`config.mk`:
```
export PLATFORM = sky130hd
export DESIGN_NAME = two_wire_sensor_serial_master_core
export DESIGN_NICKNAME = d
export VERILOG_FILES = /design/src/twss_pkg.sv /design/src/twss_cfg.sv /design/src/twss_engine.sv /design/src/two_wire_sensor_serial_master_core.sv
export SDC_FILE = /design/constraint.sdc
export NUM_CORES = 1
export LEC_CHECK = 0
export BUFFER_PORTS_ARGS = -buffer_cell sky130_fd_sc_hd__buf_2
export CAP_MARGIN = 20
export CORE_UTILIZATION = 59
export CTS_CLUSTER_DIAMETER = 60
export DETAILED_ROUTE_END_ITERATION = 10
export PLACE_DENSITY = 0.76
export REMOVE_ABC_BUFFERS = 1
export SLEW_MARGIN = 20
export SYNTH_ARGS = -nofsm -noshare
export SYNTH_HDL_FRONTEND = slang
export SYNTH_SLANG_ARGS = --single-unit
export TNS_END_PERCENT = 30
```
`constraint.sdc`:
```
create_clock -name clk -period 8.56 [get_ports clk]
set_clock_uncertainty 0.1 [all_clocks]
set_input_delay 0.428 -clock clk [delete_from_list [all_inputs] [get_ports clk]]
set_output_delay 0.428 -clock clk [all_outputs]
set_load 0.03 [all_outputs]
```
`src/twss_pkg.sv`:
```
// shared types and constants of the two-wire serial master
// no dependencies
`default_nettype none

package twss_pkg;

	// configuration register indexes
	localparam int unsigned CfgIdxW = 2;
	localparam logic [CfgIdxW-1:0] CFG_CLOCK_HALF   = 2'd0;
	localparam logic [CfgIdxW-1:0] CFG_HOLD_WAIT    = 2'd1;
	localparam logic [CfgIdxW-1:0] CFG_RELEASE_WAIT = 2'd2;
	localparam int unsigned CfgDataW = 16;

	// register reset values
	localparam logic [7:0]  CLOCK_HALF_RST   = 8'd8;
	localparam logic [15:0] HOLD_WAIT_RST    = 16'd320;
	localparam logic [15:0] RELEASE_WAIT_RST = 16'd1280;

	// frame layout
	localparam int unsigned WRITE_FLAG_BIT = 15;
	localparam logic [4:0]  WRITE_BITS     = 5'd16;
	localparam logic [4:0]  BYTE_BITS      = 5'd8;

	// sequencer phases, one-hot
	typedef enum logic [6:0] {
		PH_IDLE    = 7'b0000001,
		PH_OUT_LO  = 7'b0000010,
		PH_OUT_HI  = 7'b0000100,
		PH_HOLD    = 7'b0001000,
		PH_RELEASE = 7'b0010000,
		PH_IN_LO   = 7'b0100000,
		PH_IN_HI   = 7'b1000000
	} phase_t;

	// timing configuration seen by the sequencer
	typedef struct packed {
		logic [7:0]  clock_half;
		logic [15:0] hold_wait;
		logic [15:0] rel_wait;
	} cfg_t;

	// one access word as presented to the sequencer
	typedef struct packed {
		logic       start_req;
		logic       func;
		logic [6:0] reg_address;
		logic [7:0] write_data;
		logic       data_pin_in;
	} req_t;

	// pin levels and status after a tick
	typedef struct packed {
		logic       clock_pin;
		logic       data_pin_out;
		logic       data_drive;
		logic       busy;
		logic       done;
		logic [7:0] read_data;
	} status_t;

endpackage

`default_nettype wire

```
`src/twss_cfg.sv`:
```
// configuration registers of the two-wire serial master
// depends on twss_pkg
`default_nettype none

module twss_cfg (
	input  wire logic                          clk,
	input  wire logic                          arst_n,
	input  wire logic                          cfg_we,
	input  wire logic [twss_pkg::CfgIdxW-1:0]  cfg_index,
	input  wire logic [twss_pkg::CfgDataW-1:0] cfg_data,
	output twss_pkg::cfg_t                     cfg
);

	logic [7:0]  clock_half_q;
	logic [15:0] hold_wait_q;
	logic [15:0] rel_wait_q;

	// register writes, unknown indexes dropped
	always_ff @(posedge clk or negedge arst_n) begin
		if (!arst_n) begin
			clock_half_q <= twss_pkg::CLOCK_HALF_RST;
			hold_wait_q  <= twss_pkg::HOLD_WAIT_RST;
			rel_wait_q   <= twss_pkg::RELEASE_WAIT_RST;
		end else if (cfg_we) begin
			case (cfg_index)
				twss_pkg::CFG_CLOCK_HALF:   clock_half_q <= cfg_data[7:0];
				twss_pkg::CFG_HOLD_WAIT:    hold_wait_q  <= cfg_data;
				twss_pkg::CFG_RELEASE_WAIT: rel_wait_q   <= cfg_data;
				default: ;
			endcase
		end
	end

	assign cfg.clock_half = clock_half_q;
	assign cfg.hold_wait  = hold_wait_q;
	assign cfg.rel_wait   = rel_wait_q;

endmodule

`default_nettype wire

```
`src/twss_engine.sv`:
```
// tick sequencer of the two-wire serial master: phase, counters, shifters, pins
// depends on twss_pkg
`default_nettype none

module twss_engine (
	input  wire logic     clk,
	input  wire logic     arst_n,
	input  wire logic     step,
	input  wire twss_pkg::req_t  req,
	input  wire twss_pkg::cfg_t  cfg,
	output twss_pkg::status_t status
);

	twss_pkg::phase_t phase_q, phase_d;
	logic [4:0]  bits_q, bits_d;
	logic [15:0] tick_q, tick_d;
	logic [15:0] oshift_q, oshift_d;
	logic [7:0]  ishift_q, ishift_d;
	logic [7:0]  last_q, last_d;
	logic        clk_q, clk_d;
	logic        dat_q, dat_d;
	logic        drv_q, drv_d;
	logic        wr_q, wr_d;
	logic        done_q, done_d;

	logic [7:0]  half;
	logic        half_end;
	logic [4:0]  bits_dec;
	logic [15:0] oshift_nx;
	logic [7:0]  ishift_nx;
	logic [15:0] tick_inc;

	// zero half period behaves as one tick
	assign half      = (cfg.clock_half == 8'd0) ? 8'd1 : cfg.clock_half;
	assign half_end  = (tick_q >= {8'd0, half});
	assign bits_dec  = (bits_q != 5'd0) ? (bits_q - 5'd1) : 5'd0;
	assign oshift_nx = {oshift_q[14:0], 1'b0};
	assign ishift_nx = {ishift_q[6:0], req.data_pin_in};
	assign tick_inc  = tick_q + 16'd1;

	// next-state logic for one tick
	always_comb begin
		phase_d  = phase_q;
		bits_d   = bits_q;
		tick_d   = tick_q;
		oshift_d = oshift_q;
		ishift_d = ishift_q;
		last_d   = last_q;
		clk_d    = clk_q;
		dat_d    = dat_q;
		drv_d    = drv_q;
		wr_d     = wr_q;
		done_d   = 1'b0;
		case (phase_q)
			twss_pkg::PH_IDLE: begin
				if (req.start_req) begin
					wr_d     = req.func;
					ishift_d = 8'd0;
					if (req.func) begin
						oshift_d = {1'b1, req.reg_address, req.write_data};
						bits_d   = twss_pkg::WRITE_BITS;
					end else begin
						oshift_d = {1'b0, req.reg_address, 8'd0};
						bits_d   = twss_pkg::BYTE_BITS;
					end
					phase_d = twss_pkg::PH_OUT_LO;
					tick_d  = 16'd1;
					clk_d   = 1'b0;
					dat_d   = req.func;
					drv_d   = 1'b1;
				end
			end
			twss_pkg::PH_OUT_LO: begin
				if (half_end) begin
					phase_d = twss_pkg::PH_OUT_HI;
					tick_d  = 16'd1;
					clk_d   = 1'b1;
					drv_d   = 1'b1;
				end else begin
					tick_d = tick_inc;
				end
			end
			twss_pkg::PH_OUT_HI: begin
				if (half_end) begin
					oshift_d = oshift_nx;
					bits_d   = bits_dec;
					if (bits_dec != 5'd0) begin
						// next address or data bit
						phase_d = twss_pkg::PH_OUT_LO;
						tick_d  = 16'd1;
						clk_d   = 1'b0;
						dat_d   = oshift_nx[twss_pkg::WRITE_FLAG_BIT];
						drv_d   = 1'b1;
					end else if (wr_q) begin
						phase_d = twss_pkg::PH_IDLE;
						tick_d  = 16'd0;
						bits_d  = 5'd0;
						clk_d   = 1'b1;
						drv_d   = 1'b1;
						done_d  = 1'b1;
					end else if (cfg.hold_wait != 16'd0) begin
						phase_d = twss_pkg::PH_HOLD;
						tick_d  = 16'd1;
						clk_d   = 1'b1;
						drv_d   = 1'b1;
					end else if (cfg.rel_wait != 16'd0) begin
						phase_d = twss_pkg::PH_RELEASE;
						tick_d  = 16'd1;
						clk_d   = 1'b1;
						drv_d   = 1'b0;
					end else begin
						bits_d  = twss_pkg::BYTE_BITS;
						phase_d = twss_pkg::PH_IN_LO;
						tick_d  = 16'd1;
						clk_d   = 1'b0;
						drv_d   = 1'b0;
					end
				end else begin
					tick_d = tick_inc;
				end
			end
			twss_pkg::PH_HOLD: begin
				if (tick_q >= cfg.hold_wait) begin
					if (cfg.rel_wait != 16'd0) begin
						phase_d = twss_pkg::PH_RELEASE;
						tick_d  = 16'd1;
						clk_d   = 1'b1;
						drv_d   = 1'b0;
					end else begin
						bits_d  = twss_pkg::BYTE_BITS;
						phase_d = twss_pkg::PH_IN_LO;
						tick_d  = 16'd1;
						clk_d   = 1'b0;
						drv_d   = 1'b0;
					end
				end else begin
					tick_d = tick_inc;
				end
			end
			twss_pkg::PH_RELEASE: begin
				if (tick_q >= cfg.rel_wait) begin
					bits_d  = twss_pkg::BYTE_BITS;
					phase_d = twss_pkg::PH_IN_LO;
					tick_d  = 16'd1;
					clk_d   = 1'b0;
					drv_d   = 1'b0;
				end else begin
					tick_d = tick_inc;
				end
			end
			twss_pkg::PH_IN_LO: begin
				if (half_end) begin
					phase_d = twss_pkg::PH_IN_HI;
					tick_d  = 16'd1;
					clk_d   = 1'b1;
					drv_d   = 1'b0;
				end else begin
					tick_d = tick_inc;
				end
			end
			twss_pkg::PH_IN_HI: begin
				if (half_end) begin
					// sample as the clock falls again
					ishift_d = ishift_nx;
					bits_d   = bits_dec;
					if (bits_dec != 5'd0) begin
						phase_d = twss_pkg::PH_IN_LO;
						tick_d  = 16'd1;
						clk_d   = 1'b0;
						drv_d   = 1'b0;
					end else begin
						last_d  = ishift_nx;
						phase_d = twss_pkg::PH_IDLE;
						tick_d  = 16'd0;
						bits_d  = 5'd0;
						clk_d   = 1'b1;
						drv_d   = 1'b1;
						done_d  = 1'b1;
					end
				end else begin
					tick_d = tick_inc;
				end
			end
			default: begin
				phase_d = twss_pkg::PH_IDLE;
				tick_d  = 16'd0;
				bits_d  = 5'd0;
				clk_d   = 1'b1;
				drv_d   = 1'b1;
			end
		endcase
	end

	// state update, one tick per word
	always_ff @(posedge clk or negedge arst_n) begin
		if (!arst_n) begin
			phase_q  <= twss_pkg::PH_IDLE;
			bits_q   <= 5'd0;
			tick_q   <= 16'd0;
			oshift_q <= 16'd0;
			ishift_q <= 8'd0;
			last_q   <= 8'd0;
			clk_q    <= 1'b1;
			dat_q    <= 1'b0;
			drv_q    <= 1'b1;
			wr_q     <= 1'b0;
			done_q   <= 1'b0;
		end else if (step) begin
			phase_q  <= phase_d;
			bits_q   <= bits_d;
			tick_q   <= tick_d;
			oshift_q <= oshift_d;
			ishift_q <= ishift_d;
			last_q   <= last_d;
			clk_q    <= clk_d;
			dat_q    <= dat_d;
			drv_q    <= drv_d;
			wr_q     <= wr_d;
			done_q   <= done_d;
		end
	end

	assign status.clock_pin    = clk_q;
	assign status.data_pin_out = dat_q;
	assign status.data_drive   = drv_q;
	assign status.busy         = (phase_q != twss_pkg::PH_IDLE);
	assign status.done         = done_q;
	assign status.read_data    = last_q;

endmodule

`default_nettype wire

```
`src/two_wire_sensor_serial_master_core.sv`:
```
// top level of the two-wire serial master: input register, sequencer, result handshake
// depends on twss_pkg, twss_cfg, twss_engine
//
//   channel  | direction | handshake            | word
//   ---------+-----------+----------------------+----------------------------------------
//   in       | sink      | in_valid / in_stall   | start_req func reg_address write_data
//            |           |                      | data_pin_in
//   out      | source    | out_valid / out_stall | clock_pin data_pin_out data_drive busy_res
//            |           |                      | done_res read_data
//   cfg      | sink      | cfg_we                | cfg_index cfg_data
//
// each input word is one tick of the pin sequencer; one word a cycle is taken while the
// output does not stall; its result word passes the input register, then the sequencer state
// the sequencer state doubles as the result register, so it steps only when the
// result slot is free or being taken
// a stalled output holds the input register; in_stall rises only when it is full
// reset puts the link idle with the clock high and the data line driven low
`default_nettype none

module two_wire_sensor_serial_master_core (
	input  wire logic                          clk,
	input  wire logic                          arst_n,
	input  wire logic                          cfg_we,
	input  wire logic [twss_pkg::CfgIdxW-1:0]  cfg_index,
	input  wire logic [twss_pkg::CfgDataW-1:0] cfg_data,
	input  wire logic                          in_valid,
	output logic                               in_stall,
	input  wire logic                          start_req,
	input  wire logic                          func,
	input  wire logic [6:0]                    reg_address,
	input  wire logic [7:0]                    write_data,
	input  wire logic                          data_pin_in,
	output logic                               out_valid,
	input  wire logic                          out_stall,
	output logic                               clock_pin,
	output logic                               data_pin_out,
	output logic                               data_drive,
	output logic                               busy_res,
	output logic                               done_res,
	output logic [7:0]                         read_data
);

	twss_pkg::cfg_t    cfg;
	twss_pkg::req_t    req_s1;
	twss_pkg::status_t status;
	logic              valid_s1;
	logic              out_valid_q;
	logic              slot_free;
	logic              step;
	logic              in_take;

	twss_cfg u_cfg (
		.clk       (clk),
		.arst_n    (arst_n),
		.cfg_we    (cfg_we),
		.cfg_index (cfg_index),
		.cfg_data  (cfg_data),
		.cfg       (cfg)
	);

	// handshake control
	assign slot_free = !out_valid_q || !out_stall;
	assign step      = valid_s1 && slot_free;
	assign in_stall  = valid_s1 && !slot_free;
	assign in_take   = in_valid && !in_stall;

	// input register
	always_ff @(posedge clk or negedge arst_n) begin
		if (!arst_n) begin
			valid_s1 <= 1'b0;
		end else if (in_take) begin
			valid_s1 <= 1'b1;
		end else if (step) begin
			valid_s1 <= 1'b0;
		end
	end

	always_ff @(posedge clk) begin
		if (in_take) begin
			req_s1.start_req   <= start_req;
			req_s1.func        <= func;
			req_s1.reg_address <= reg_address;
			req_s1.write_data  <= write_data;
			req_s1.data_pin_in <= data_pin_in;
		end
	end

	twss_engine u_engine (
		.clk    (clk),
		.arst_n (arst_n),
		.step   (step),
		.req    (req_s1),
		.cfg    (cfg),
		.status (status)
	);

	// result valid
	always_ff @(posedge clk or negedge arst_n) begin
		if (!arst_n) begin
			out_valid_q <= 1'b0;
		end else if (step) begin
			out_valid_q <= 1'b1;
		end else if (!out_stall) begin
			out_valid_q <= 1'b0;
		end
	end

	assign out_valid    = out_valid_q;
	assign clock_pin    = status.clock_pin;
	assign data_pin_out = status.data_pin_out;
	assign data_drive   = status.data_drive;
	assign busy_res     = status.busy;
	assign done_res     = status.done;
	assign read_data    = status.read_data;

endmodule

`default_nettype wire

```
# --- Word level (Yosys, flattened, before mapping) ---
# Index checks and enable logic that the tools add are counted.
classes:
  n_reduce_logical: 30
  add_sub_neg: 2
  n_eq_ne: 21
  magnitude_cmp: 3
  n_mux: 78
  n_bitwise: 2
ops:
  columns: ["cell", "n"]
  rows:
  - ["$mux W16", 7]
  - ["$pmux W16 S6", 1]
  - ["$mux W7", 12]
  - ["$mux W5", 13]
  - ["$pmux W7 S7", 1]
  - ["$ge A16 B16 Y1", 2]
  - ["$reduce_bool A16 Y1", 2]
  - ["$mux W1", 31]
  - ["$mux W15", 2]
  - ["$pmux W15 S2", 1]
  - ["$pmux W5 S6", 1]
  - ["$ne A2 B1 Y1 const B", 9]
  - ["$add A16 B1 Y16 const B", 1]
  - ["$ge A16 B8 Y1", 1]
  - ["$mux W8", 2]
  - ["$reduce_and A8 Y1", 2]
  - ["$pmux W7 S2", 1]
  - ["$mux W6", 2]
  - ["$reduce_and A4 Y1", 3]
  - ["$reduce_bool A5 Y1", 2]
  - ["$logic_not A8 Y1", 1]
  - ["$reduce_and A2 Y1", 4]
  - ["$eq A7 B1 Y1 const B", 1]
  - ["$eq A7 B2 Y1 const B", 1]
  - ["other kinds (23)", 33]
word_totals:
  out_inout_bits: 15
  input_bits: 41
  register_bits: 123

# --- Depth between registers and ports, before layout ---
# Gate-level depths: netlist of run 1.
depth:
  word_depth: 8
  ltp_mapped: 11
  ltp_nobuf: 10

# --- Modules after synthesis ---
# From an unflattened synthesis of run 1, not the netlist that was laid out.
hier_totals:
  hier_cells: 629
  area_unflattened_um2: 6732.7
by_module_without_submodules:
  columns: ["mod", "seq_area_each_um2", "instances", "area_each_um2", "cells_per_inst"]
  rows:
  - ["twss_engine", 1580.3, 1, 4568.1, 518]
  - ["twss_cfg", 1007.2, 1, 1531.5, 85]
  - ["two_wire_sensor_serial_master_core", 590.6, 1, 633.1, 26]

# --- Least setup slack after synthesis of run 1 ---
# No wires, ideal clock.
synth_path:
  path_kind: "register to register"
  startpoint: "register u_engine.tick_q[12]"
  endpoint: "register u_engine.bits_q[0]"
  path_stages_with_launch: 10
  path_slack_ns: 5.705
  path_buffers: 1
  setup_ns: 0.125
  arrival_ns: 2.630
  cell_sequence: "dfrtp_1 ha_1 nand4_1 nor3_1 or4b_1 nand3_1 o21ai_1 or3_1 buf_2 mux2_4"
synth_via:
  elab_chain_len: 3
  word_cells_on_any_way: 8
  classes_between: "3 x order compare; 4 x eq/ne; 1 x reduce/logical"
synth_rtl:
  columns: ["item", "line", "rtl"]
  rows:
  - ["from (decl)", "twss_engine.sv:16", "logic [15:0] tick_q, tick_d;"]
  - ["from (signal assigned)", "twss_engine.sv:211", "tick_q <= tick_d;"]
  - ["$ge A16 B8 Y1 (tied with other cells)", "twss_engine.sv:35", "assign half_end = (tick_q >= {8'd0, half});"]
  - ["$ne A2 B1 Y1 (no source line)", null, null]
  - ["$reduce_and A8 Y1 (no source line) *", null, null]
  - ["to (signal assigned)", "twss_engine.sv:210", "bits_q <= bits_d;"]
  - ["to (decl)", "twss_engine.sv:15", "logic [4:0] bits_q, bits_d;"]
# Mark *: on every way between the ends. The rest lies on a longest branch, timed or not.
# A chain may end at the register's enable or synchronous reset.

# --- Final worst setup path of run 1 ---
layout_path:
  startpoint: "register u_engine.tick_q[0]"
  endpoint: "register u_engine.bits_q[1]"
# Same word-level chain as after synthesis.

==> results of run 1 <==
## critical path, cell delays in order, from the launching register on
cell       delay, ns
dfrtp_1         0.47
inv_1           0.18
ha_1            0.30
nand2b_1        0.14
a2111oi_0       0.45
or4b_1          0.19
nand3_1         0.19
o21ai_1         0.48
or3_1           0.35
mux2_4          0.33
## per-stage QoR
stage | instance area (um^2) | hold WS, ns | cells | utilization [%]
after global routing | 7789 | 0.02980 | 885 | 71.54
final | 7789 | 0.03803 | 885 | 71.54
after CTS | 7769 | 0.02738 | 885 | 71.35
after detailed placement | 7004 | 0.3524 | 833 | 64.33
after global placement | 7004 | 0.3532 | 833 | 64.33
after floorplan | 6533 | 0.03241 | 636 | -
## worst max path at each step
| stage | start | to | slack [ns] | cells after the start |
|---|---|---|---|---|
| CTS | u_cfg.clock_half_q[3]$_DFFE_PN1P_ | u_engine.last_q[1]$_DFFE_PN0P_ | 4.89 | 10 |
| finish | u_engine.tick_q[0]$_DFFE_PN0P_ | u_engine.bits_q[1]$_DFFE_PN0P_ | 5.26 | 9 |
| global placement | u_cfg.clock_half_q[3]$_DFFE_PN1P_ | u_engine.last_q[0]$_DFFE_PN0P_ | 5.11 | 10 |
| global route | u_engine.tick_q[13]$_DFFE_PN0P_ | u_engine.dat_q$_DFFE_PN0P_ | 5.09 | 8 |
| detailed placement | u_cfg.clock_half_q[3]$_DFFE_PN1P_ | u_engine.last_q[3]$_DFFE_PN0P_ | 4.85 | 10 |
| floorplan | u_cfg.clock_half_q[3]$_DFFE_PN1P_ | u_engine.oshift_q[0]$_DFFE_PN0P_ | 5.45 | 10 |
## logic make-up (layout without fill, tap and decap cells)
family / after synthesis / in the layout / synth area share, %
simple gates: 247 / 247 / 18.70
compound gates: 115 / 115 / 11.32
flops: 123 / 123 / 47.99
fa+ha+maj: 42 / 42 / 7.935
mux: 55 / 55 / 9.409
buf+inv: 71 / 160 / 4.251
xor+xnor: 3 / 3 / 0.3968
## repair_timing
item,CTS,global route
endpoints found under the hold margin,64,0
hold buffers,20,0
buffers inserted,0,0
## placed cells by master (no fill, tap or decap), types with 8 or more instances in the layout
master,n
nand3_1,34
mux2_2,50
a31oi_1,26
dlygate4sd3_1,20
nand2_1,85
inv_1,51
ha_1,42
edfxtp_1,18
dfstp_2,8
and3_1,9
nor3_1,13
nand4_1,9
dfrtp_1,97
nor2_1,34
nand2b_1,10
buf_2,54
o21ai_0,31
clkbuf_16,16
nor4_1,14
a21oi_1,25
## area by class of cell
cell class	count	share of cell area [%]
multi-input combinational	462	40.92
sequential	123	40.80
timing repair buffer	77	6.329
clock buffer	23	6.120
inverter	51	2.458
tap	140	2.249
clock inverter	9	1.124
## power groups by stage
stage	registers (uW)	clock network, uW	logic (uW)
after floorplan	779	0	375
final	787	680	535
after global placement	791	0	499
after global routing	802	715	592
after detailed placement	794	0	512
after CTS	786	685	524
## per-layer routing
metal | track usage, % | share of wire (%)
met3 | 7.896 | 4.7
met4 | 8.904 | 1.4
met5 | 0 | 0
met2 | 46.41 | 49
met1 | 36.89 | 45
## registers in the layout, summed over array words and instances, names as in the netlist, 8 cells and up
name,cells
u_cfg.hold_wait_q,16
u_cfg.rel_wait_q,16
u_cfg.clock_half_q,8
req_s1,18
u_engine.oshift_q,15
u_engine.last_q,8
u_engine.tick_q,16
## cells in the mapped netlist (all sizes together), types with 2 or more instances
cell | n | share of area [%]
a2111oi | 4 | 0.81
and3 | 9 | 0.85
xor2 | 2 | 0.26
nor2b | 7 | 0.66
or3 | 5 | 0.55
nand3 | 34 | 2.6
nor3 | 16 | 1.5
dfstp | 8 | 3.2
nand2 | 86 | 4.9
o21ai | 34 | 2.6
buf | 5 | 0.51
o21bai | 2 | 0.23
a21oi | 26 | 2.0
ha | 42 | 7.9
inv | 51 | 2.9
or4 | 2 | 0.28
nor3b | 2 | 0.23
a211oi | 3 | 0.34
nand2b | 10 | 0.94
nand3b | 6 | 0.68
edfxtp | 18 | 8.2
and2 | 7 | 0.66
dfrtp | 97 | 37
o41ai | 4 | 0.53
nor4 | 14 | 1.3
clkbuf | 15 | 0.85
or4b | 2 | 0.30
mux2i | 3 | 0.45
mux2 | 52 | 9.0
nor2 | 34 | 1.9
o211ai | 5 | 0.85
a31oi | 26 | 2.5
nand4 | 9 | 0.85
==> reports/summary.json, run 1 <==
{
  "outcome": {
    "outcome": "finished clean"
  },
  "detailed_routing": {
    "routedWlPerCell_um": 17.19,
    "ant_nets": 0,
    "num_vias": 5270,
    "totalWireLength_um": 15210,
    "route.detailed.drc": 0,
    "drt_first_pass_iters": 5,
    "drt_first_iter_violations": 403,
    "drt-vias-per-instance": 5.955
  },
  "floorplanning": {
    "fp-row-count": 38,
    "die_x_um": 107.9,
    "initial_cell_density_of_the_core_pct": 60.83,
    "placeableCoreArea_mm2": 0.01089,
    "die_area_mm2": 0.01165,
    "die_h_um": 107.9,
    "ios": 56
  },
  "critical_path": {
    "critical_path.startpoint_type": "register",
    "arrival_ns": 3.62,
    "regToRegSetupSlack_ns": 5.26,
    "rr_startpoint": "u_engine.tick_q[0]$_DFFE_PN0P_",
    "critical_path.endpoint_type": "register",
    "worst-path-max-fanout": 6,
    "r2r-end": "u_engine.bits_q[1]$_DFFE_PN0P_",
    "worst_reg2reg_path_depth": 9,
    "timing_worst_setup_path_type": "register to register",
    "worst-endpoint-required_ns": 8.88
  },
  "run": {
    "max_cap_viol_count": 0
  },
  "grt": {
    "grt-ovfl-total": 0,
    "wire_length_of_the_first_global_routing_pass_um": 24920,
    "grtUsageTotal_pct": 28.45,
    "number_of_antenna_violations_at_the_first_check_in_global_routing": 0,
    "grt_start_max_net_pins": 57,
    "vias_in_the_first_global_route": 5173
  },
  "worst_hold_path": {
    "worst_hold_path_type": "input port to register",
    "worstHoldEndpoint": "u_cfg.clock_half_q[2]$_DFFE_PN0P_",
    "cell_depth_of_the_worst_hold_path": 3,
    "min-delay-start": "cfg_data[2]"
  },
  "power": {
    "power-per-cell-area_mw_per_mm2": 257.2,
    "p_comb_share_pct": 26.7,
    "p_leak_uw": 0.003586,
    "intPower_uw": 1326,
    "ir_drop_mv": 0.2114,
    "switching_share_pct": 33.80,
    "totalPowerFinal_uw": 2003,
    "seq_power_share_pct": 39.3,
    "power.net_switching_uw": 677.0,
    "power.share.clock_pct": 34.0
  },
  "logic_synthesis": {
    "synth.yosys.seq_area_share_pct": 47.99,
    "ys_async_sr_fraction_pct": 85.37,
    "synth_edf_count": 18,
    "syn-cell-area_mm2": 0.006623,
    "avgSynthCellArea_um2": 10.10,
    "syn-instance-count": 656,
    "postSynth.topFlopCell": "dfrtp_1",
    "synth.ff_latch_count": 123,
    "synth_cell_type_count": 62,
    "synth_warnings": 0
  },
  "timing": {
    "finalSetupViolations": 0,
    "final-max-slew-violation-count": 0,
    "timing.setup.tns_ns": 0,
    "final_period_minus_worst_setup_slack_ns": 3.302,
    "rsz0062_at_grt": "false",
    "timing_worst_slew_pin_value_ns": 1.133,
    "layout_worst_path_cycle_share_pct": 38.57,
    "max_freq_mhz": 302.9,
    "final.setup.worst_slack_ns": 5.258,
    "hold_viol": 0,
    "maxSlewHeadroom_pct": 24.46
  },
  "clock_tree": {
    "cts-buffers-inserted": 17,
    "tritoncts_num_sinks": 123,
    "clock_tree_from_tritoncts": "yes",
    "ctsHtreeMaxLevel": 4,
    "clockRootBuffer": "clkbuf_8",
    "clk_pin_slew_worst_paths_ns": 0.06,
    "worst_skew_pair.late_latency_ns": 0.54,
    "clock_path_buffers": 2,
    "cts_resized": 0
  },
  "cells_and_area": {
    "layout.area.seq_mm2": 0.003178,
    "flow.area_growth_from_synthesis_pct": 17.61,
    "multi_input_comb_area_mm2": 0.003187,
    "layout.filler_cells": 777,
    "diodes": 0,
    "final_nets": 815,
    "layout-drive-gt1-share_pct": 21.34
  },
  "placement": {
    "dpl.hpwl_um": 10500,
    "placement.setup.worst_slack_ns": 4.853,
    "gp_routability_congestion": 0.8909,
    "buffer_ports.inserted": 55
  }
}
No activity file was read; power rests on OpenSTA's default activity.
==> inputs of run 2 (changes only) <==
==> constraint.sdc (replaced) <==
create_clock -name clk -period 3.1 [get_ports clk]
set_clock_uncertainty 0.1 [all_clocks]
set_input_delay 0.155 -clock clk [delete_from_list [all_inputs] [get_ports clk]]
set_output_delay 0.155 -clock clk [all_outputs]
set_load 0.03 [all_outputs]
==> run 2 against run 1 <==
Effect of this change:
- sequential power rose to 2.8 times the previous value
- critical path depth unchanged
- worst setup slack worse by 5.2 ns
- fmax up 9.8%
- sequential cell count unchanged
- largest cell class unchanged
==> reports/summary.json, run 2 (same netlist as run 1, synthesis figures left out) <==
{
  "placement": {
    "detailed_place.area": {"value": 0.007209, "unit": "mm^2", "change": "+2.9%"},
    "buffer_ports.inserted": {"value": 55, "change": "unchanged"},
    "dpl.hpwl": {"value": 11000, "unit": "um", "change": "+4.8%"},
    "gp_routability_congestion": {"value": 0.9000, "change": "+1.0%"},
    "placement.setup.worst_slack": {"value": -0.1090, "unit": "ns", "change": "-4.962 ns"},
    "post-place-cells": {"value": 857, "change": "+2.9%"}
  },
  "detailed_routing": {
    "num_vias": {"value": 5552, "change": "+5.4%"},
    "routedLengthMet1": {"value": 7168, "unit": "um", "change": "+4.7%"},
    "drt_first_iter_violations": {"value": 433, "change": "+7.4%"},
    "routed.top_layer": "met4",
    "drt-vias-per-instance": {"value": 5.932, "change": "-0.39%"},
    "met2_length": {"value": 8122, "unit": "um", "change": "+9.4%"},
    "route.detailed.drc": {"value": 0, "change": "unchanged"},
    "totalWireLength": {"value": 16470, "unit": "um", "change": "+8.3%"},
    "drt_first_pass_iters": {"value": 5, "change": "unchanged"},
    "routedWlPerCell": {"value": 17.60, "unit": "um", "change": "+2.4%"},
    "met3RoutedLength": {"value": 754, "unit": "um", "change": "+5.2%"},
    "ant_nets": {"value": 0, "change": "unchanged"}
  },
  "cells_and_area": {
    "mostFrequentLayoutCell": "dfrtp_1",
    "flow.area_growth_from_synthesis_pct": 25.24,
    "layout.filler_cells": {"value": 694, "change": "-11%"},
    "largest-register": "req_s1",
    "final_nets": {"value": 866, "change": "+6.3%"},
    "multi_input_comb_area": {"value": 0.003212, "unit": "mm^2", "change": "+0.79%"},
    "largest_register_ff_count": {"value": 18, "change": "unchanged"},
    "layout.cells.non_filler": {"value": 936, "change": "+5.8%"},
    "layout.area.seq": {"value": 0.003179, "unit": "mm^2", "change": "about the same"},
    "diodes": {"value": 0, "change": "unchanged"},
    "fin_area": {"value": 0.008294, "unit": "mm^2", "change": "+6.5%"},
    "mostFrequentLayoutCells": "dfrtp_1, nand2_1, buf_2",
    "layout-drive-gt1-share": {"value": 24.25, "unit": "%", "change": "+2.9 points"}
  },
  "grt": {
    "grt_start_max_net_pins": {"value": 61, "change": "+7.0%"},
    "grtUsageTotal": {"value": 30.89, "unit": "%", "change": "+2.4 points"},
    "number_of_antenna_violations_at_the_first_check_in_global_routing": {"value": 0, "change": "unchanged"},
    "grt-ovfl-total": {"value": 0, "change": "unchanged"},
    "wire_length_of_the_first_global_routing_pass": {"value": 27420, "unit": "um", "change": "+10%"},
    "vias_in_the_first_global_route": {"value": 5724, "change": "+11%"}
  },
  "timing": {
    "layout_worst_path_cycle_share": {"value": 97.04, "unit": "%", "change": "+58 points"},
    "timing.setup.tns": {"value": 0, "unit": "ns", "change": "unchanged"},
    "finalSetupViolations": {"value": 0, "change": "unchanged"},
    "final-max-slew-violation-count": {"value": 0, "change": "unchanged"},
    "timing_worst_slew_pin_value": {"value": 0.9002, "unit": "ns", "change": "-0.2330 ns"},
    "hold_viol": {"value": 0, "change": "unchanged"},
    "rsz0062_at_grt": "false",
    "final_period_minus_worst_setup_slack": {"value": 3.008, "unit": "ns", "change": "-0.2935 ns"},
    "final.setup.worst_slack": {"value": 0.09170, "unit": "ns", "change": "-5.167 ns"},
    "maxSlewHeadroom": {"value": 39.81, "unit": "%", "change": "+15 points"},
    "max_freq": {"value": 332.4, "unit": "MHz", "change": "+9.8%"}
  },
  "critical_path": {
    "cpMaxStageDelayCell": "or4_4",
    "r2r-end": "u_engine.tick_q[8]$_DFFE_PN0P_",
    "critical_path.cell_chain": "ha_1 > or4_4 > a2111oi_4 > o211ai_2 > or3_4 > o211ai_4 > buf_12 > o211ai_1 > a31oi_1",
    "critical_path.startpoint": "u_engine.tick_q[7]$_DFFE_PN0P_",
    "slowest_delay": {"value": 0.55, "unit": "ns", "change": "+0.07 ns"},
    "critical_path.endpoint_type": "register",
    "timing_worst_setup_path_type": "register to register",
    "worst-path-max-fanout": {"value": 26, "change": "+20"},
    "arrival": {"value": 3.37, "unit": "ns", "change": "-0.25 ns"},
    "regToRegSetupSlack": {"value": 0.09, "unit": "ns", "change": "-5.17 ns"},
    "critical_path.startpoint_type": "register",
    "rr_startpoint": "u_engine.tick_q[7]$_DFFE_PN0P_",
    "worst-endpoint-required": {"value": 3.46, "unit": "ns", "change": "-5.42 ns"},
    "worst_reg2reg_path_depth": {"value": 9, "change": "unchanged"}
  },
  "power": {
    "p_leak": {"value": 0.003826, "unit": "uW", "change": "+6.7%"},
    "power.net_switching": {"value": 2026, "unit": "uW", "change": "+200%"},
    "p_comb_share": {"value": 29.8, "unit": "%", "change": "+3.1 points"},
    "intPower": {"value": 3738, "unit": "uW", "change": "+180%"},
    "seq_power_share": {"value": 37.8, "unit": "%", "change": "-1.5 points"},
    "ir_drop": {"value": 0.8404, "unit": "mV", "change": "+300%"},
    "power-per-cell-area": {"value": 694.9, "unit": "mW/mm^2", "change": "+170%"},
    "switching_share": {"value": 35.16, "unit": "%", "change": "+1.4 points"},
    "power.share.clock": {"value": 32.3, "unit": "%", "change": "-1.7 points"}
  },
  "run": {
    "max_cap_viol_count": {"value": 0, "change": "unchanged"}
  },
  "clock_tree": {
    "clock_path_buffers": {"value": 2, "change": "unchanged"},
    "worst_skew_pair.late_latency": {"value": 0.54, "unit": "ns", "change": "about the same"},
    "cts-buffers-inserted": {"value": 17, "change": "unchanged"},
    "ctsHtreeMaxLevel": {"value": 4, "change": "unchanged"},
    "clockRootBuffer": "clkbuf_8",
    "clk_pin_slew_worst_paths": {"value": 0.06, "unit": "ns", "change": "about the same"},
    "tritoncts_num_sinks": {"value": 123, "change": "unchanged"},
    "clock_tree_from_tritoncts": "yes"
  },
  "floorplanning": {
    "ios": {"value": 56, "change": "unchanged"},
    "die_x": {"value": 107.9, "unit": "um", "change": "unchanged"},
    "initial_cell_density_of_the_core": {"value": 60.83, "unit": "%", "change": "unchanged"},
    "fp-row-count": {"value": 38, "change": "unchanged"},
    "die_h": {"value": 107.9, "unit": "um", "change": "unchanged"},
    "die_area": {"value": 0.01165, "unit": "mm^2", "change": "unchanged"},
    "placeableCoreArea": {"value": 0.01089, "unit": "mm^2", "change": "unchanged"}
  },
  "worst_hold_path": {
    "worstHoldEndpoint": "u_cfg.clock_half_q[1]$_DFFE_PN0P_",
    "cell_depth_of_the_worst_hold_path": {"value": 4, "change": "+1"},
    "worst_hold_path_type": "input port to register",
    "min-delay-start": "cfg_index[0]"
  },
  "outcome": {
    "outcome": "finished clean"
  }
}
-- run 2: worst max path at each step --
stage                                  endpoint  slack (ns)  depth (start not counted)
2_1_floorplan  u_engine.oshift_q[0]$_DFFE_PN0P_       -0.01                         10
3_3_place_gp         u_engine.dat_q$_DFFE_PN0P_        0.04                          8
3_5_place_dp         u_engine.dat_q$_DFFE_PN0P_       -0.11                          8
4_1_cts         u_engine.phase_q[5]$_DFFE_PN0P_       0.008                          8
5_1_grt          u_engine.tick_q[8]$_DFFE_PN0P_        0.02                          9
6_report         u_engine.tick_q[8]$_DFFE_PN0P_        0.09                          9
-- run 2: layout make-up --
type | count | share of cell area [%]
Inverter | 51 | 2.308
Clock inverter | 13 | 1.297
Multi-Input combinational cell | 462 | 38.72
Sequential cell | 123 | 38.33
Tap cell | 140 | 2.112
Timing Repair Buffer | 128 | 11.77
Clock buffer | 19 | 5.461
-- run 2: per-stage QoR --
step | power, uW | utilization, % | hold slack, ns
detailed placement | 3755 | 66.21 | 0.1890
floorplan | 3186 | - | -0.2406
finish | 5764 | 76.18 | 0.01636
global route | 6063 | 76.18 | 0.06328
global placement | 3694 | 66.21 | 0.1698
CTS | 5680 | 75.65 | 0.002400
-- run 2: repair_timing --
item	CTS	global route
buffers inserted	0	2
setup endpoints to repair	8	13
resized for setup	3	4
hold endpoints to repair	112	0
pin swaps	1	1
hold buffers	45	0
-- run 2: power by group through the flow --
stage / clock network (uW) / registers, uW / logic (uW)
after CTS: 1880 / 2170 / 1630
after floorplan: 0 / 2150 / 1030
final: 1860 / 2180 / 1720
after detailed placement: 0 / 2190 / 1560
after global routing: 1950 / 2210 / 1900
after global placement: 0 / 2180 / 1510
-- run 2: layer usage --
metal | global-route usage (%) | up-vias
met5 | 0 | -
met1 | 38.77 | 2701
li1 | - | 2623
met4 | 14.29 | 0
met2 | 51.18 | 184
met3 | 6.510 | 44
-- run 2: worst max-delay path: cells and delay by family, from the launching register on --
family	cells	cell delay (ns)
and+or+nand+nor	2	0.98
DFF	1	0.46
buffers and inverters	1	0.19
adders and majority gates	1	0.20
AOI/OAI and AO/OA	5	0.99
==> inputs of run 3 (changes only) <==
--- a/config.mk
+++ b/config.mk
@@ -7,6 +7,7 @@
 export LEC_CHECK = 0
 export BUFFER_PORTS_ARGS = -buffer_cell sky130_fd_sc_hd__buf_2
 export CAP_MARGIN = 20
+export CORE_MARGIN = 3
 export CORE_UTILIZATION = 59
 export CTS_CLUSTER_DIAMETER = 60
 export DETAILED_ROUTE_END_ITERATION = 10
==> run 3 against run 2 <==
Effect of this change:
- critical path depth grew 1
- routed wire length rose by 5.5%
- final cell count is 0.43% lower
- sequential power about the same
- via count is 0.16% higher
- hold slack improved by 0.0065 ns
- count of clock-buffer cells in the layout rose by 1
- fmax is 0.17% higher
==> reports/summary.json, run 3 (same netlist as run 1, synthesis figures left out) <==
{
  "critical_path": {
    "number_of_buffers_and_inverters_on_the_critical_path": {"value": 2, "change": "+1"},
    "slowest_delay": {"value": 0.45, "unit": "ns", "change": "-0.10 ns"},
    "worst-path-max-fanout": {"value": 5, "change": "-81%"},
    "critical_path.endpoint_type": "register",
    "cpMaxStageDelayCell": "or3_4",
    "critical_path.startpoint_type": "register",
    "critical_path.startpoint": "u_engine.tick_q[0]$_DFFE_PN0P_",
    "worst-endpoint-required": {"value": 3.43, "unit": "ns", "change": "-0.03 ns"},
    "timing_worst_setup_path_type": "register to register",
    "arrival": {"value": 3.33, "unit": "ns", "change": "-0.04 ns"},
    "critical_path.cell_chain": "inv_1 > buf_4 > ha_1 > nor2b_1 > o21ai_0 > a21oi_1 > o2111ai_1 > o21ai_2 > or3_4 > mux2_4",
    "crit_family": "compound AO/OA/AOI/OAI gates",
    "rr_startpoint": "u_engine.tick_q[0]$_DFFE_PN0P_"
  },
  "grt": {
    "grt_use_met1": {"value": 38.42, "unit": "%", "change": "-0.35 points"},
    "busiest_layer": "met2",
    "grt_util_met3": {"value": 6.902, "unit": "%", "change": "+0.39 points"},
    "number_of_antenna_violations_at_the_first_check_in_global_routing": {"value": 0, "change": "unchanged"},
    "wire_length_of_the_first_global_routing_pass": {"value": 28530, "unit": "um", "change": "+4.1%"},
    "groute.layer.met2.usage": {"value": 47.44, "unit": "%", "change": "-3.7 points"},
    "grtUsageTotal": {"value": 28.98, "unit": "%", "change": "-1.9 points"},
    "vias_in_the_first_global_route": {"value": 5642, "change": "-1.4%"},
    "grt-ovfl-total": {"value": 0, "change": "unchanged"},
    "grt_start_max_net_pins": {"value": 62, "change": "+1.6%"}
  },
  "timing": {
    "max_freq": {"value": 333.0, "unit": "MHz", "change": "+0.17%"},
    "layout_worst_path_cycle_share": {"value": 96.88, "unit": "%", "change": "-0.16 points"},
    "rsz0062_at_grt": "false",
    "finalSetupViolations": {"value": 0, "change": "unchanged"},
    "timing_worst_slew_pin_value": {"value": 0.8842, "unit": "ns", "change": "-0.01593 ns"},
    "final_period_minus_worst_setup_slack": {"value": 3.003, "unit": "ns", "change": "-0.005053 ns"},
    "final-max-slew-violation-count": {"value": 0, "change": "unchanged"},
    "hold_viol": {"value": 0, "change": "unchanged"},
    "maxSlewHeadroom": {"value": 40.87, "unit": "%", "change": "+1.1 points"}
  },
  "clock_tree": {
    "worst_skew_pair.late_latency": {"value": 0.54, "unit": "ns", "change": "about the same"},
    "clockRootBuffer": "clkbuf_8",
    "clock_path_buffers": {"value": 2, "change": "unchanged"},
    "clk_pin_slew_worst_paths": {"value": 0.06, "unit": "ns", "change": "about the same"},
    "clock_tree_from_tritoncts": "yes",
    "cts-buffers-inserted": {"value": 17, "change": "unchanged"},
    "ctsHtreeMaxLevel": {"value": 4, "change": "unchanged"},
    "tritoncts_num_sinks": {"value": 123, "change": "unchanged"}
  },
  "cells_and_area": {
    "mostFrequentLayoutCell": "dfrtp_1",
    "layout-drive-gt1-share": {"value": 24.12, "unit": "%", "change": "-0.13 points"},
    "final_nets": {"value": 862, "change": "-0.46%"},
    "mostFrequentLayoutCells": "dfrtp_1, nand2_1, buf_2",
    "multi_input_comb_area": {"value": 0.003203, "unit": "mm^2", "change": "-0.27%"},
    "flow.area_growth_from_synthesis": {"value": 25.20, "unit": "%", "change": "about the same"},
    "layout.area.seq": {"value": 0.003179, "unit": "mm^2", "change": "unchanged"},
    "largest-register": "req_s1",
    "diodes": {"value": 0, "change": "unchanged"},
    "utilization": {"value": 76.15, "unit": "%", "change": "about the same"},
    "layout.filler_cells": {"value": 699, "change": "+0.72%"},
    "largest_register_ff_count": {"value": 18, "change": "unchanged"}
  },
  "floorplanning": {
    "die_x": {"value": 111.9, "unit": "um", "change": "+3.7%"},
    "placeableCoreArea": {"value": 0.01089, "unit": "mm^2", "change": "unchanged"},
    "initial_cell_density_of_the_core": {"value": 60.83, "unit": "%", "change": "unchanged"},
    "die_h": {"value": 111.9, "unit": "um", "change": "+3.7%"},
    "fp-row-count": {"value": 38, "change": "unchanged"},
    "ios": {"value": 56, "change": "unchanged"},
    "die_area": {"value": 0.01253, "unit": "mm^2", "change": "+7.5%"}
  },
  "power": {
    "p_leak": {"value": 0.003834, "unit": "uW", "change": "+0.21%"},
    "power-per-cell-area": {"value": 716.7, "unit": "mW/mm^2", "change": "+3.1%"},
    "totalPowerFinal": {"value": 5943, "unit": "uW", "change": "+3.1%"},
    "ir_drop": {"value": 0.6210, "unit": "mV", "change": "-26%"}
  },
  "detailed_routing": {
    "drt_first_pass_iters": {"value": 5, "change": "unchanged"},
    "route.detailed.drc": {"value": 0, "change": "unchanged"},
    "totalWireLength": {"value": 17380, "unit": "um", "change": "+5.5%"},
    "num_vias": {"value": 5561, "change": "+0.16%"},
    "drt-vias-per-instance": {"value": 5.967, "change": "+0.59%"},
    "drt_first_iter_violations": {"value": 548, "change": "+27%"},
    "routedWlPerCell": {"value": 18.65, "unit": "um", "change": "+6.0%"},
    "ant_nets": {"value": 0, "change": "unchanged"}
  },
  "placement": {
    "buffer_ports.inserted": {"value": 55, "change": "unchanged"},
    "gp_routability_congestion": {"value": 0.8980, "change": "-0.22%"},
    "dpl.hpwl": {"value": 11200, "unit": "um", "change": "+1.8%"}
  },
  "worst_hold_path": {
    "worst_hold_path_type": "input port to register",
    "min-delay-start": "cfg_index[1]"
  },
  "outcome": {
    "outcome": "finished clean"
  },
  "run": {
    "max_cap_viol_count": {"value": 0, "change": "unchanged"}
  }
}
==> run 3: path summary, 6_finish.rpt <==
check                                                    end  slack (ns)  depth (start not counted)
min in group asynchronous   u_cfg.rel_wait_q[13]$_DFFE_PN0P_        0.13                          2
max in group asynchronous  u_engine.oshift_q[10]$_DFFE_PN0P_        2.01                          3
setup / recovery              u_engine.bits_q[1]$_DFFE_PN0P_         0.1                         10
hold / removal             u_cfg.clock_half_q[5]$_DFFE_PN0P_        0.02                          4
hold reg to reg                   u_engine.drv_q$_DFFE_PN1P_        0.37                          2
setup reg to reg              u_engine.bits_q[1]$_DFFE_PN0P_         0.1                         10
==> run 3: per-layer routing <==
layer | part of all wire, % | routed length, um
met1 | 42 | 7366
met2 | 50 | 8698
met3 | 6.0 | 1038
met4 | 1.6 | 278
met5 | 0 | 0
==> run 3: area by class of cell <==
type	instances	share of cell area, %
tap	140	2.113
clock buffer	20	5.372
clock inverter	12	1.947
multi-input combinational	462	38.63
timing repair buffer	124	11.29
sequential	123	38.34
inverter	51	2.309
==> run 3: where the power goes <==
group,switching [uW],leakage [uW],total [uW],internal (uW)
combinational,1000,0.00206,1730,722
sequential,242,0.00148,2180,1940
clock,756,0.000291,2030,1280
==> run 3: through the flow <==
stage	setup WS [ns]	std cells	hold WS, ns	setup TNS, ns	area [um^2]
final	0.09675	932	0.02290	0	8292
after detailed placement	-0.1195	856	0.1894	-0.1378	7202
after CTS	0.002895	929	0.003230	0	8230
after global routing	0.02898	932	0.04186	0	8292
after global placement	-0.01848	856	0.1771	-0.01848	7202
after floorplan	-0.01253	636	-0.2406	-0.01366	6533
==> run 3: timing repair <==
item,4_1_cts,5_1_grt
endpoints found under the hold margin,112,0
hold buffers,41,0
endpoints found under the setup margin,8,14
resized for setup,2,4
pin swaps,1,3
setup buffers,0,3
==> run 3: worst reg2reg max path, delay by kind of cell (launching register included) <==
family / cells / cell delay [ns]
mux: 1 / 0.31
buf+inv: 2 / 0.28
fa+ha+maj: 1 / 0.26
flops: 1 / 0.35
compound gates: 4 / 1.07
simple gates: 2 / 0.50
